File: src/hw/rtl/kls_pkg.sv
`timescale 1ns / 1ps

package kls_pkg;

  localparam int KEY_DEPTH_DEFAULT = 64;
  localparam int KEY_LEN_W         = 7;
  localparam int KEY_IDX_W         = 6;
  localparam int BYTE_W            = 8;
  localparam int PIXEL_W           = 24;
  localparam int NUM_CHAN          = 9;
  localparam int NUM_BITS          = 8;
  localparam int SKIP_W            = 4;

  typedef enum logic [1:0] {
    OP_LOAD    = 2'd0,
    OP_EMBED   = 2'd1,
    OP_EXTRACT = 2'd2,
    OP_NONE    = 2'd3
  } op_t;

  // command from the top level to the key sequencer
  typedef struct packed {
    logic                  accept;
    logic                  restart;
    logic                  load;
    logic                  fetch;
    logic                  hdr;
    logic [KEY_IDX_W-1:0]  idx;
    logic [BYTE_W-1:0]     val;
  } key_cmd_t;

  // key material for one transaction
  typedef struct packed {
    logic                  done;
    logic [SKIP_W-1:0]     skip;
    logic [NUM_BITS-1:0]   sel;
  } key_res_t;

  typedef struct packed {
    logic [BYTE_W-1:0] chan;
    logic              bit_val;
  } lane_out_t;

  // skip channel: key byte mod 8 in header mode, mod 9 otherwise
  // x / 9 == (x * 57) >> 9 for every 8-bit x
  function automatic logic [SKIP_W-1:0] skip_mod(input logic [BYTE_W-1:0] x,
                                                 input logic hdr);
    logic [13:0] prod;
    logic [4:0]  quo;
    logic [7:0]  rem;
    prod = 14'(x) * 14'd57;
    quo  = prod[13:9];
    rem  = x - 8'(8'(quo) * 8'd9);
    if (hdr) begin
      return {1'b0, x[2:0]};
    end
    return rem[SKIP_W-1:0];
  endfunction

endpackage

File: src/hw/rtl/kls_in_if.sv
`timescale 1ns / 1ps

interface kls_in_if;
  logic                                valid;
  logic                                ready;
  logic [1:0]                          op;
  logic                                restart_key;
  logic                                header_mode;
  logic [kls_pkg::KEY_IDX_W-1:0]       key_index;
  logic [kls_pkg::BYTE_W-1:0]          key_value;
  logic [kls_pkg::BYTE_W-1:0]          data_byte;
  logic [kls_pkg::PIXEL_W-1:0]         pixel_in_0;
  logic [kls_pkg::PIXEL_W-1:0]         pixel_in_1;
  logic [kls_pkg::PIXEL_W-1:0]         pixel_in_2;

  modport source (
    output valid, op, restart_key, header_mode, key_index, key_value, data_byte,
           pixel_in_0, pixel_in_1, pixel_in_2,
    input  ready
  );

  modport sink (
    input  valid, op, restart_key, header_mode, key_index, key_value, data_byte,
           pixel_in_0, pixel_in_1, pixel_in_2,
    output ready
  );
endinterface

File: src/hw/rtl/kls_out_if.sv
`timescale 1ns / 1ps

interface kls_out_if;
  logic                          valid;
  logic                          ready;
  logic [kls_pkg::PIXEL_W-1:0]   pixel_out_0;
  logic [kls_pkg::PIXEL_W-1:0]   pixel_out_1;
  logic [kls_pkg::PIXEL_W-1:0]   pixel_out_2;
  logic [kls_pkg::BYTE_W-1:0]    recovered_byte;
  logic                          end_of_text;

  modport source (
    output valid, pixel_out_0, pixel_out_1, pixel_out_2, recovered_byte, end_of_text,
    input  ready
  );

  modport sink (
    input  valid, pixel_out_0, pixel_out_1, pixel_out_2, recovered_byte, end_of_text,
    output ready
  );
endinterface

File: src/hw/rtl/kls_key_seq.sv
`timescale 1ns / 1ps

module kls_key_seq #(
  parameter int KEY_DEPTH = kls_pkg::KEY_DEPTH_DEFAULT
) (
  input  logic                           clk,
  input  logic                           rst,
  input  logic                           cfg_we,
  input  logic [kls_pkg::KEY_LEN_W-1:0]  cfg_data,
  input  kls_pkg::key_cmd_t              cmd,
  output kls_pkg::key_res_t              res
);

  localparam int ADDR_W = (KEY_DEPTH > 1) ? $clog2(KEY_DEPTH) : 1;
  localparam int LEN_CW = $clog2(KEY_DEPTH + 1);
  localparam int CMP_W  = ((kls_pkg::KEY_LEN_W > LEN_CW) ? kls_pkg::KEY_LEN_W : LEN_CW) + 1;
  localparam int IDX_CW = ((kls_pkg::KEY_IDX_W > LEN_CW) ? kls_pkg::KEY_IDX_W : LEN_CW) + 1;
  localparam int CNT_W  = $clog2(kls_pkg::NUM_CHAN);

  logic [kls_pkg::BYTE_W-1:0]    mem [KEY_DEPTH];
  logic [kls_pkg::KEY_LEN_W-1:0] key_length;
  logic [ADDR_W-1:0]             pos;
  logic [ADDR_W-1:0]             pos_next;
  logic                          fetching;
  logic [CNT_W-1:0]              icnt;
  logic                          rd_vld;
  logic [CNT_W-1:0]              rcnt;
  logic [kls_pkg::BYTE_W-1:0]    rdata;
  logic                          hdr;
  logic [CMP_W-1:0]              eff_len;
  logic [CMP_W-1:0]              pos_inc;
  logic                          load_ok;

  // effective length: 0 acts as 1, clamp at depth
  always_comb begin
    eff_len = CMP_W'(key_length);
    if (key_length == '0) begin
      eff_len = CMP_W'(1);
    end else if (CMP_W'(key_length) > CMP_W'(KEY_DEPTH)) begin
      eff_len = CMP_W'(KEY_DEPTH);
    end
    pos_inc  = CMP_W'(pos) + CMP_W'(1);
    pos_next = (pos_inc >= eff_len) ? '0 : pos_inc[ADDR_W-1:0];
    load_ok  = IDX_CW'(cmd.idx) < IDX_CW'(KEY_DEPTH);
  end

  always_ff @(posedge clk) begin
    if (cmd.accept && cmd.load && load_ok) begin
      mem[ADDR_W'(cmd.idx)] <= cmd.val;
    end
    if (fetching) begin
      rdata <= mem[pos];
    end
  end

  always_ff @(posedge clk) begin
    if (rst) begin
      key_length <= kls_pkg::KEY_LEN_W'(1);
      pos        <= '0;
      fetching   <= 1'b0;
      icnt       <= '0;
      rd_vld     <= 1'b0;
      rcnt       <= '0;
    end else begin
      if (cfg_we) begin
        key_length <= cfg_data;
      end
      rd_vld   <= fetching;
      rcnt     <= icnt;
      if (cmd.accept) begin
        if (cmd.restart) begin
          pos <= '0;
        end
        fetching <= cmd.fetch;
        icnt     <= '0;
      end else if (fetching) begin
        pos  <= pos_next;
        icnt <= icnt + CNT_W'(1);
        if (icnt == CNT_W'(kls_pkg::NUM_CHAN - 1)) begin
          fetching <= 1'b0;
        end
      end
    end
  end

  // key bytes land one per cycle: first the skip channel, then the bit selects
  always_ff @(posedge clk) begin
    if (rst) begin
      res.done <= 1'b0;
    end else begin
      res.done <= rd_vld && (rcnt == CNT_W'(kls_pkg::NUM_CHAN - 1));
    end
    if (cmd.accept) begin
      hdr <= cmd.hdr;
    end
    if (rd_vld) begin
      if (rcnt == '0) begin
        res.skip <= kls_pkg::skip_mod(rdata, hdr);
      end else begin
        res.sel[3'(rcnt - CNT_W'(1))] <= rdata[0];
      end
    end
  end

endmodule

File: src/hw/rtl/kls_lane.sv
`timescale 1ns / 1ps

module kls_lane #(
  parameter int LANE = 0
) (
  input  logic [kls_pkg::BYTE_W-1:0]    chan_in,
  input  logic [kls_pkg::SKIP_W-1:0]    skip,
  input  logic [kls_pkg::NUM_BITS-1:0]  sel,
  input  logic [kls_pkg::BYTE_W-1:0]    data,
  input  logic                          embed,
  output kls_pkg::lane_out_t            lane_out
);

  localparam logic [2:0] IDX_LO = 3'((LANE > 0) ? LANE - 1 : 0);
  localparam logic [2:0] IDX_HI = 3'((LANE < kls_pkg::NUM_BITS) ? LANE : 0);

  logic       skipped;
  logic [2:0] idx;
  logic       bsel;
  logic       dbit;

  always_comb begin
    skipped = (skip == kls_pkg::SKIP_W'(LANE));
    // channels before the skipped one keep their own bit slot
    idx  = (kls_pkg::SKIP_W'(LANE) < skip) ? IDX_HI : IDX_LO;
    bsel = sel[idx];
    dbit = data[idx];
    lane_out.chan    = chan_in;
    lane_out.bit_val = bsel ? chan_in[1] : chan_in[0];
    if (embed && !skipped) begin
      if (bsel) begin
        lane_out.chan[1] = dbit;
      end else begin
        lane_out.chan[0] = dbit;
      end
    end
  end

endmodule

File: src/hw/rtl/kls_merge.sv
`timescale 1ns / 1ps

module kls_merge (
  input  kls_pkg::lane_out_t            lanes [kls_pkg::NUM_CHAN],
  input  logic [kls_pkg::SKIP_W-1:0]    skip,
  input  logic                          extract,
  output logic [kls_pkg::PIXEL_W-1:0]   pixel_0,
  output logic [kls_pkg::PIXEL_W-1:0]   pixel_1,
  output logic [kls_pkg::PIXEL_W-1:0]   pixel_2,
  output logic [kls_pkg::BYTE_W-1:0]    rec,
  output logic                          eot
);

  always_comb begin
    pixel_0 = {lanes[2].chan, lanes[1].chan, lanes[0].chan};
    pixel_1 = {lanes[5].chan, lanes[4].chan, lanes[3].chan};
    pixel_2 = {lanes[8].chan, lanes[7].chan, lanes[6].chan};
    // bit b comes from the b-th channel that is not skipped
    for (int b = 0; b < kls_pkg::NUM_BITS; b++) begin
      rec[b] = (kls_pkg::SKIP_W'(b) < skip) ? lanes[b].bit_val : lanes[b + 1].bit_val;
    end
    if (!extract) begin
      rec = '0;
    end
    eot = extract && (rec == '0);
  end

endmodule

File: src/hw/rtl/keyed_lsb_pixel_stego_unit.sv
`timescale 1ns / 1ps

// Keyed LSB pixel stego unit. Each input transaction either loads one key
// byte (op 0), hides data_byte in three RGB pixels (op 1), recovers a byte
// from them (op 2) or does nothing (op 3); every transaction returns exactly
// one output transaction. An embed or extract reads nine key bytes in order
// from the key store: the first (mod 9, or mod 8 with header_mode) picks the
// channel left alone, the next eight pick bit 0 or bit 1 of each remaining
// channel, data going in LSB first. end_of_text flags a recovered zero byte.
// The key position wraps at key_length (written on cfg_we/cfg_data, reset
// value 1) and is reset by restart_key before the transaction is handled.
// Key entries read before being loaded give undefined results. A load or
// unused op goes from idle through the done state back to idle; an embed or
// extract also passes the fetch state for the nine back-to-back reads of the
// key store plus its registered read. Input is accepted while a finished
// result still waits in the output register.
module keyed_lsb_pixel_stego_unit #(
  parameter int KEY_DEPTH = kls_pkg::KEY_DEPTH_DEFAULT
) (
  input  logic                           clk,
  input  logic                           rst,
  input  logic                           cfg_we,
  input  logic [kls_pkg::KEY_LEN_W-1:0]  cfg_data,
  kls_in_if.sink                         in_ch,
  kls_out_if.source                      out_ch
);

  typedef enum logic [2:0] {
    ST_IDLE  = 3'b001,
    ST_FETCH = 3'b010,
    ST_DONE  = 3'b100
  } state_t;

  state_t                       state;
  state_t                       state_next;
  logic                         accept;
  kls_pkg::op_t                 in_op;
  kls_pkg::key_cmd_t            cmd;
  kls_pkg::key_res_t            kres;

  // held transaction
  kls_pkg::op_t                 op;
  logic [kls_pkg::BYTE_W-1:0]   data;
  logic [kls_pkg::PIXEL_W-1:0]  px [3];

  kls_pkg::lane_out_t           lanes [kls_pkg::NUM_CHAN];
  logic [kls_pkg::PIXEL_W-1:0]  m_px0;
  logic [kls_pkg::PIXEL_W-1:0]  m_px1;
  logic [kls_pkg::PIXEL_W-1:0]  m_px2;
  logic [kls_pkg::BYTE_W-1:0]   m_rec;
  logic                         m_eot;
  logic                         out_load;
  logic                         uses_key;

  assign in_op        = kls_pkg::op_t'(in_ch.op);
  assign in_ch.ready  = (state == ST_IDLE) && !rst;
  assign accept       = in_ch.valid && in_ch.ready;
  assign uses_key     = (in_op == kls_pkg::OP_EMBED) || (in_op == kls_pkg::OP_EXTRACT);
  assign out_load     = (state == ST_DONE) && (!out_ch.valid || out_ch.ready);

  always_comb begin
    cmd.accept  = accept;
    cmd.restart = in_ch.restart_key;
    cmd.load    = (in_op == kls_pkg::OP_LOAD);
    cmd.fetch   = uses_key;
    cmd.hdr     = in_ch.header_mode;
    cmd.idx     = in_ch.key_index;
    cmd.val     = in_ch.key_value;
  end

  kls_key_seq #(
    .KEY_DEPTH (KEY_DEPTH)
  ) u_key_seq (
    .clk      (clk),
    .rst      (rst),
    .cfg_we   (cfg_we),
    .cfg_data (cfg_data),
    .cmd      (cmd),
    .res      (kres)
  );

  // one lane per channel byte; pixel p holds channels 3p..3p+2
  for (genvar g = 0; g < kls_pkg::NUM_CHAN; g++) begin : g_lane
    kls_lane #(
      .LANE (g)
    ) u_lane (
      .chan_in  (px[g / 3][(g % 3) * kls_pkg::BYTE_W +: kls_pkg::BYTE_W]),
      .skip     (kres.skip),
      .sel      (kres.sel),
      .data     (data),
      .embed    (op == kls_pkg::OP_EMBED),
      .lane_out (lanes[g])
    );
  end

  kls_merge u_merge (
    .lanes   (lanes),
    .skip    (kres.skip),
    .extract (op == kls_pkg::OP_EXTRACT),
    .pixel_0 (m_px0),
    .pixel_1 (m_px1),
    .pixel_2 (m_px2),
    .rec     (m_rec),
    .eot     (m_eot)
  );

  always_comb begin
    state_next = state;
    unique case (state)
      ST_IDLE: begin
        if (accept) begin
          state_next = uses_key ? ST_FETCH : ST_DONE;
        end
      end
      ST_FETCH: begin
        if (kres.done) begin
          state_next = ST_DONE;
        end
      end
      ST_DONE: begin
        if (out_load) begin
          state_next = ST_IDLE;
        end
      end
      default: state_next = ST_IDLE;
    endcase
  end

  always_ff @(posedge clk) begin
    if (rst) begin
      state        <= ST_IDLE;
      out_ch.valid <= 1'b0;
    end else begin
      state <= state_next;
      if (out_load) begin
        out_ch.valid <= 1'b1;
      end else if (out_ch.ready) begin
        out_ch.valid <= 1'b0;
      end
    end
  end

  always_ff @(posedge clk) begin
    if (accept) begin
      op    <= in_op;
      data  <= in_ch.data_byte;
      px[0] <= in_ch.pixel_in_0;
      px[1] <= in_ch.pixel_in_1;
      px[2] <= in_ch.pixel_in_2;
    end
    // loads and unused ops pass the pixels through untouched
    if (out_load) begin
      if ((op == kls_pkg::OP_EMBED) || (op == kls_pkg::OP_EXTRACT)) begin
        out_ch.pixel_out_0    <= m_px0;
        out_ch.pixel_out_1    <= m_px1;
        out_ch.pixel_out_2    <= m_px2;
        out_ch.recovered_byte <= m_rec;
        out_ch.end_of_text    <= m_eot;
      end else begin
        out_ch.pixel_out_0    <= px[0];
        out_ch.pixel_out_1    <= px[1];
        out_ch.pixel_out_2    <= px[2];
        out_ch.recovered_byte <= '0;
        out_ch.end_of_text    <= 1'b0;
      end
    end
  end

endmodule
File: src/flat_wrapper.sv
// flat-port wrapper written by rule: the top's interface ports become plain ports
module keyed_lsb_pixel_stego_unit_flat 
#(
  parameter int KEY_DEPTH = kls_pkg::KEY_DEPTH_DEFAULT
)
  (clk, rst, cfg_we, cfg_data, in_ch_valid, in_ch_op, in_ch_restart_key, in_ch_header_mode, in_ch_key_index, in_ch_key_value, in_ch_data_byte, in_ch_pixel_in_0, in_ch_pixel_in_1, in_ch_pixel_in_2, in_ch_ready, out_ch_valid, out_ch_pixel_out_0, out_ch_pixel_out_1, out_ch_pixel_out_2, out_ch_recovered_byte, out_ch_end_of_text, out_ch_ready);
  kls_in_if in_ch_i ();
  kls_out_if out_ch_i ();
  input  logic clk;
  input  logic rst;
  input  logic cfg_we;
  input  logic [kls_pkg::KEY_LEN_W-1:0] cfg_data;
  input wire logic [$bits(in_ch_i.valid)-1:0] in_ch_valid;
  input wire logic [$bits(in_ch_i.op)-1:0] in_ch_op;
  input wire logic [$bits(in_ch_i.restart_key)-1:0] in_ch_restart_key;
  input wire logic [$bits(in_ch_i.header_mode)-1:0] in_ch_header_mode;
  input wire logic [$bits(in_ch_i.key_index)-1:0] in_ch_key_index;
  input wire logic [$bits(in_ch_i.key_value)-1:0] in_ch_key_value;
  input wire logic [$bits(in_ch_i.data_byte)-1:0] in_ch_data_byte;
  input wire logic [$bits(in_ch_i.pixel_in_0)-1:0] in_ch_pixel_in_0;
  input wire logic [$bits(in_ch_i.pixel_in_1)-1:0] in_ch_pixel_in_1;
  input wire logic [$bits(in_ch_i.pixel_in_2)-1:0] in_ch_pixel_in_2;
  output wire logic [$bits(in_ch_i.ready)-1:0] in_ch_ready;
  output wire logic [$bits(out_ch_i.valid)-1:0] out_ch_valid;
  output wire logic [$bits(out_ch_i.pixel_out_0)-1:0] out_ch_pixel_out_0;
  output wire logic [$bits(out_ch_i.pixel_out_1)-1:0] out_ch_pixel_out_1;
  output wire logic [$bits(out_ch_i.pixel_out_2)-1:0] out_ch_pixel_out_2;
  output wire logic [$bits(out_ch_i.recovered_byte)-1:0] out_ch_recovered_byte;
  output wire logic [$bits(out_ch_i.end_of_text)-1:0] out_ch_end_of_text;
  input wire logic [$bits(out_ch_i.ready)-1:0] out_ch_ready;
  assign in_ch_i.valid = in_ch_valid;
  assign in_ch_i.op = in_ch_op;
  assign in_ch_i.restart_key = in_ch_restart_key;
  assign in_ch_i.header_mode = in_ch_header_mode;
  assign in_ch_i.key_index = in_ch_key_index;
  assign in_ch_i.key_value = in_ch_key_value;
  assign in_ch_i.data_byte = in_ch_data_byte;
  assign in_ch_i.pixel_in_0 = in_ch_pixel_in_0;
  assign in_ch_i.pixel_in_1 = in_ch_pixel_in_1;
  assign in_ch_i.pixel_in_2 = in_ch_pixel_in_2;
  assign in_ch_ready = in_ch_i.ready;
  assign out_ch_valid = out_ch_i.valid;
  assign out_ch_pixel_out_0 = out_ch_i.pixel_out_0;
  assign out_ch_pixel_out_1 = out_ch_i.pixel_out_1;
  assign out_ch_pixel_out_2 = out_ch_i.pixel_out_2;
  assign out_ch_recovered_byte = out_ch_i.recovered_byte;
  assign out_ch_end_of_text = out_ch_i.end_of_text;
  assign out_ch_i.ready = out_ch_ready;
  keyed_lsb_pixel_stego_unit #(.KEY_DEPTH(KEY_DEPTH)) u_core (.clk(clk), .rst(rst), .cfg_we(cfg_we), .cfg_data(cfg_data), .in_ch(in_ch_i), .out_ch(out_ch_i));
endmodule
File: config.mk
export PLATFORM = sky130hd
export DESIGN_NAME = keyed_lsb_pixel_stego_unit_flat
export DESIGN_NICKNAME = d
export VERILOG_FILES = /design/src/hw/rtl/kls_pkg.sv /design/src/hw/rtl/kls_in_if.sv /design/src/hw/rtl/kls_out_if.sv /design/src/hw/rtl/kls_key_seq.sv /design/src/hw/rtl/kls_lane.sv /design/src/hw/rtl/kls_merge.sv /design/src/hw/rtl/keyed_lsb_pixel_stego_unit.sv /design/src/flat_wrapper.sv
export SDC_FILE = /design/constraint.sdc
export NUM_CORES = 1
export LEC_CHECK = 0
export ABC_AREA = 1
export ABC_CLOCK_PERIOD_IN_PS = 12100
export BUFFER_PORTS_ARGS = -buffer_cell sky130_fd_sc_hd__buf_2
export CAP_MARGIN = 20
export CORE_MARGIN = 8
export CORE_UTILIZATION = 65
export DETAILED_ROUTE_END_ITERATION = 10
export GPL_ROUTABILITY_DRIVEN = 0
export PLACE_DENSITY_LB_ADDON = 0.08
export SYNTH_ARGS = -nofsm -noshare
export SYNTH_HDL_FRONTEND = slang
export SYNTH_SLANG_ARGS = --single-unit
export TNS_END_PERCENT = 5
File: constraint.sdc
create_clock -name clk -period 12.1 [get_ports clk]
set_input_delay 2.42 -clock clk [delete_from_list [all_inputs] [get_ports clk]]
set_output_delay 2.42 -clock clk [all_outputs]
set_load 0.02 [all_outputs]
==> flow_metrics.env <==
export IMPL_pwr_density_cell_nw_per_um2=160
export IMPL_syn_mean_instance_area_um2=12.6
export IMPL_post_route_period_util=0.447
export IMPL_critical_path_class="input port to output port"
export IMPL_yosysTopAreaCellShare=0.701
export IMPL_core_rowCount=78
export IMPL_rsz0062_at_grt="false"
export IMPL_crit_top_cell="buf_2"
export IMPL_grtUsageTotal=0.266
export IMPL_min_period_ns=5.41
export IMPL_p_seq_frac=0.528
export IMPL_reg2reg_slack_ns=6.84
export IMPL_htree_levels=3
export IMPL_power_total_w=0.00533
export IMPL_cts_buffer_depth=3
export IMPL_post_place_ws_ns=6.69
export IMPL_r2r_cells=25
export IMPL_wire_per_inst_um=22.5
export IMPL_cts_setup_buffers=0
export IMPL_ys_seq_area_frac=0.720
export IMPL_area_growth_pct=11.8
export IMPL_drtAntennaViolNets=0
export IMPL_n_antenna_cell=0
export IMPL_cts_buffers=72
export IMPL_peakVddDrop_mv=0.145
export IMPL_cts_tree="done"
export IMPL_endpoint_kind="output port"
export IMPL_synth_area_leaders="edfxtp_1, nor2_1, o21ai_0, nand3_1, o211ai_1"
export IMPL_final_hold_viol_count=0
export IMPL_syn_nets=2530
export IMPL_whs_path_depth=0
export IMPL_maxCapViolCount=0
export IMPL_path_buf_inv=2
export IMPL_min_path_type="flip-flop to flip-flop"
export IMPL_leakage_nw=11.9
export IMPL_arrival_ns=2.99
export IMPL_core_um2=45400
export IMPL_routed_via_density=6.14
export IMPL_place_inst=3053
export IMPL_drt_pass1_iterations=6
export IMPL_comb_power_share=0.066
export IMPL_slew_headroom=0.308
export IMPL_synth_area_um2=29800
export IMPL_cts_sinks=724
export IMPL_drtIter0Drc=2435
export IMPL_synth_seq_cells=724
export IMPL_dieWidth_um=230
export IMPL_stdcell_area_um2=33400
export IMPL_reg2reg_to="u_core.u_key_seq.res[11]"
export IMPL_drc=0
export IMPL_skew_ns=0.0354
export IMPL_cpLargestDelayFamily="buffers and inverters"
export IMPL_critical_path_max_stage_delay_ns=0.21
export IMPL_initial_core_util=0.657
export IMPL_layout_cells_non_filler=3188
export IMPL_clkTransAtPathRegs_ns=0.06
export IMPL_gr_total_overflow=0
export IMPL_worstReg2RegStart="u_core.u_key_seq.rdata[2]"
export IMPL_regArea_um2=21500
export IMPL_path_cells="buf_2 -> nor2_2 -> buf_2"
export IMPL_pin_count=193
export IMPL_setup_viol=0
export IMPL_portBuffers=192
export IMPL_ctsHoldBuffers=0
export IMPL_grt_antenna_before_repair=0
export IMPL_post_cts_resized=0
export IMPL_grt_pass1_wl_um=108000
export IMPL_finalWirelength_um=71700
export IMPL_tightest_slew_ns=1.04
export IMPL_timing_fmax_mhz=185
export IMPL_worstHoldEndpoint="u_core.out_ch.pixel_out_1[18]"
export IMPL_ys_warn_count=0
export IMPL_pwr_share_clk=0.406
export IMPL_netSwitchingPower_w=0.00117
export IMPL_ys_flop_type="edfxtp_1"
export IMPL_syn_inst=2368
export IMPL_yosysTopAreaCell="edfxtp_1"
export IMPL_status="finished, final reports clean"
export IMPL_synth_distinct_cells=48
export IMPL_slowest_stage="buf_2"
export IMPL_slew_viol_final=0
export IMPL_synth_edf_count=696
export IMPL_path_max_fanout=18
export IMPL_drive_gt1_frac=0.133
export IMPL_synthArstFlopShare=0
export IMPL_vias=19600
export IMPL_grt_pass1_vias=19200
export IMPL_die_h_um=230
export IMPL_worstHoldStart="u_core.px[0][42]"
export IMPL_swShare=0.220
export IMPL_clock_latency_ns=0.61
export IMPL_tns_ns=0
export IMPL_cp_required_ns=9.68
export IMPL_fillCellCount=2941
export IMPL_worst_slack_ns=6.69
export IMPL_place_hpwl_um=42400
export IMPL_die_area_um2=53000
export IMPL_root_buffer="clkbuf_16"
export IMPL_final_nets=2691
export IMPL_multi_input_area_um2=7270
export IMPL_p_int_w=0.00416
export IMPL_post_dp_cell_area_um2=31000
export IMPL_start_kind="input port"
export IMPL_grt_max_degree=151
metal layers:
| metal | global-route usage | vias up | share of wire |
|---|---|---|---|
| met5 | 0 | - | 0 |
| li1 | - | 8823 | - |
| met2 | 0.446 | 1140 | 0.49 |
| met3 | 0.0607 | 184 | 0.10 |
| met1 | 0.338 | 9419 | 0.38 |
| met4 | 0.0948 | 0 | 0.035 |
cell type report:
cell class	instances	share of cell area
flip-flops and latches	724	0.644
multi-input cells	1407	0.218
clock buffers	90	0.0586
repair buffers	205	0.0333
well taps	600	0.0225
inverters	119	0.0137
clock inverters	43	0.0104
power groups by stage:
stage | logic [W] | clock network [W] | registers (W)
2_1_floorplan | 0.000230 | 0 | 0.00286
3_3_place_gp | 0.000339 | 0 | 0.00286
5_1_grt | 0.000398 | 0.00227 | 0.00282
3_5_place_dp | 0.000350 | 0 | 0.00287
4_1_cts | 0.000353 | 0.00219 | 0.00281
6_report | 0.000354 | 0.00217 | 0.00281
through the flow:
step | hold WS, ns | utilization
3_3_place_gp | 0.400 | 0.683
6_report | 0.416 | 0.735
4_1_cts | 0.415 | 0.734
3_5_place_dp | 0.405 | 0.683
5_1_grt | 0.422 | 0.735
2_1_floorplan | 0.400 | -
synthesized netlist by cell type, types with 11 or more instances:
cell,number
nand3_2,11
mux2i_1,16
nand3_1,164
nand2_1,180
a21oi_1,25
buf_2,42
fa_1,12
ha_1,40
clkbuf_1,42
o211ai_1,91
nor2_1,491
buf_6,14
inv_1,108
o21ai_0,187
o21ai_1,105
edfxtp_1,696
dfxtp_1,28
o22ai_1,24
state kept, by name (all words and copies together) (netlist names), 2 cells and up:
| signal | count |
|---|---|
| u_core.data | 8 |
| u_core.op | 2 |
| u_core.out_ch.pixel_out_0 | 24 |
| u_core.out_ch.pixel_out_1 | 24 |
| u_core.out_ch.pixel_out_2 | 24 |
| u_core.out_ch.recovered_byte | 8 |
| u_core.px | 72 |
| u_core.state | 3 |
| u_core.u_key_seq.icnt | 4 |
| u_core.u_key_seq.key_length | 7 |
| u_core.u_key_seq.mem | 512 |
| u_core.u_key_seq.pos | 6 |
| u_core.u_key_seq.rcnt | 4 |
| u_core.u_key_seq.rdata | 8 |
| u_core.u_key_seq.res | 13 |
worst max path at each step:
stage                     cells after the start                 startpoint                        end  slack, ns
after CTS                                     3                        rst                in_ch_ready       6.69
final                                         3                        rst                in_ch_ready       6.69
after floorplan                               2               out_ch_ready  u_core.out_ch.end_of_text       5.74
after detailed placement                      3                        rst                in_ch_ready       6.69
after global placement                        3                        rst                in_ch_ready       6.74
after global routing                         25  u_core.u_key_seq.rdata[2]   u_core.u_key_seq.res[11]       6.52
cell usage in the layout, fill, tap and decap left out, drive strengths merged:
master,instances
a21boi,1
a21o,2
a21oi,26
a31oi,5
and2,1
and3,1
buf,205
bufinv,5
clkbuf,90
clkinv,37
clkinvlp,1
dfxtp,28
edfxtp,696
fa,12
ha,40
inv,119
mux2,1
mux2i,16
nand2,187
nand3,175
nand3b,2
nand4,6
nor2,499
nor3,8
nor4,1
o211ai,91
o21ai,293
o22ai,24
o311ai,1
or2,1
xnor2,4
xor2,10
kinds of logic after synthesis:
family,after synthesis,share of synthesized area
simple gates,881,0.125
flops,724,0.720
compound gates,443,0.0838
buf+inv,237,0.0370
fa+ha+maj,52,0.0248
mux,17,0.00575
xor+xnor,14,0.00411
(Power assumes the default switching activity.)
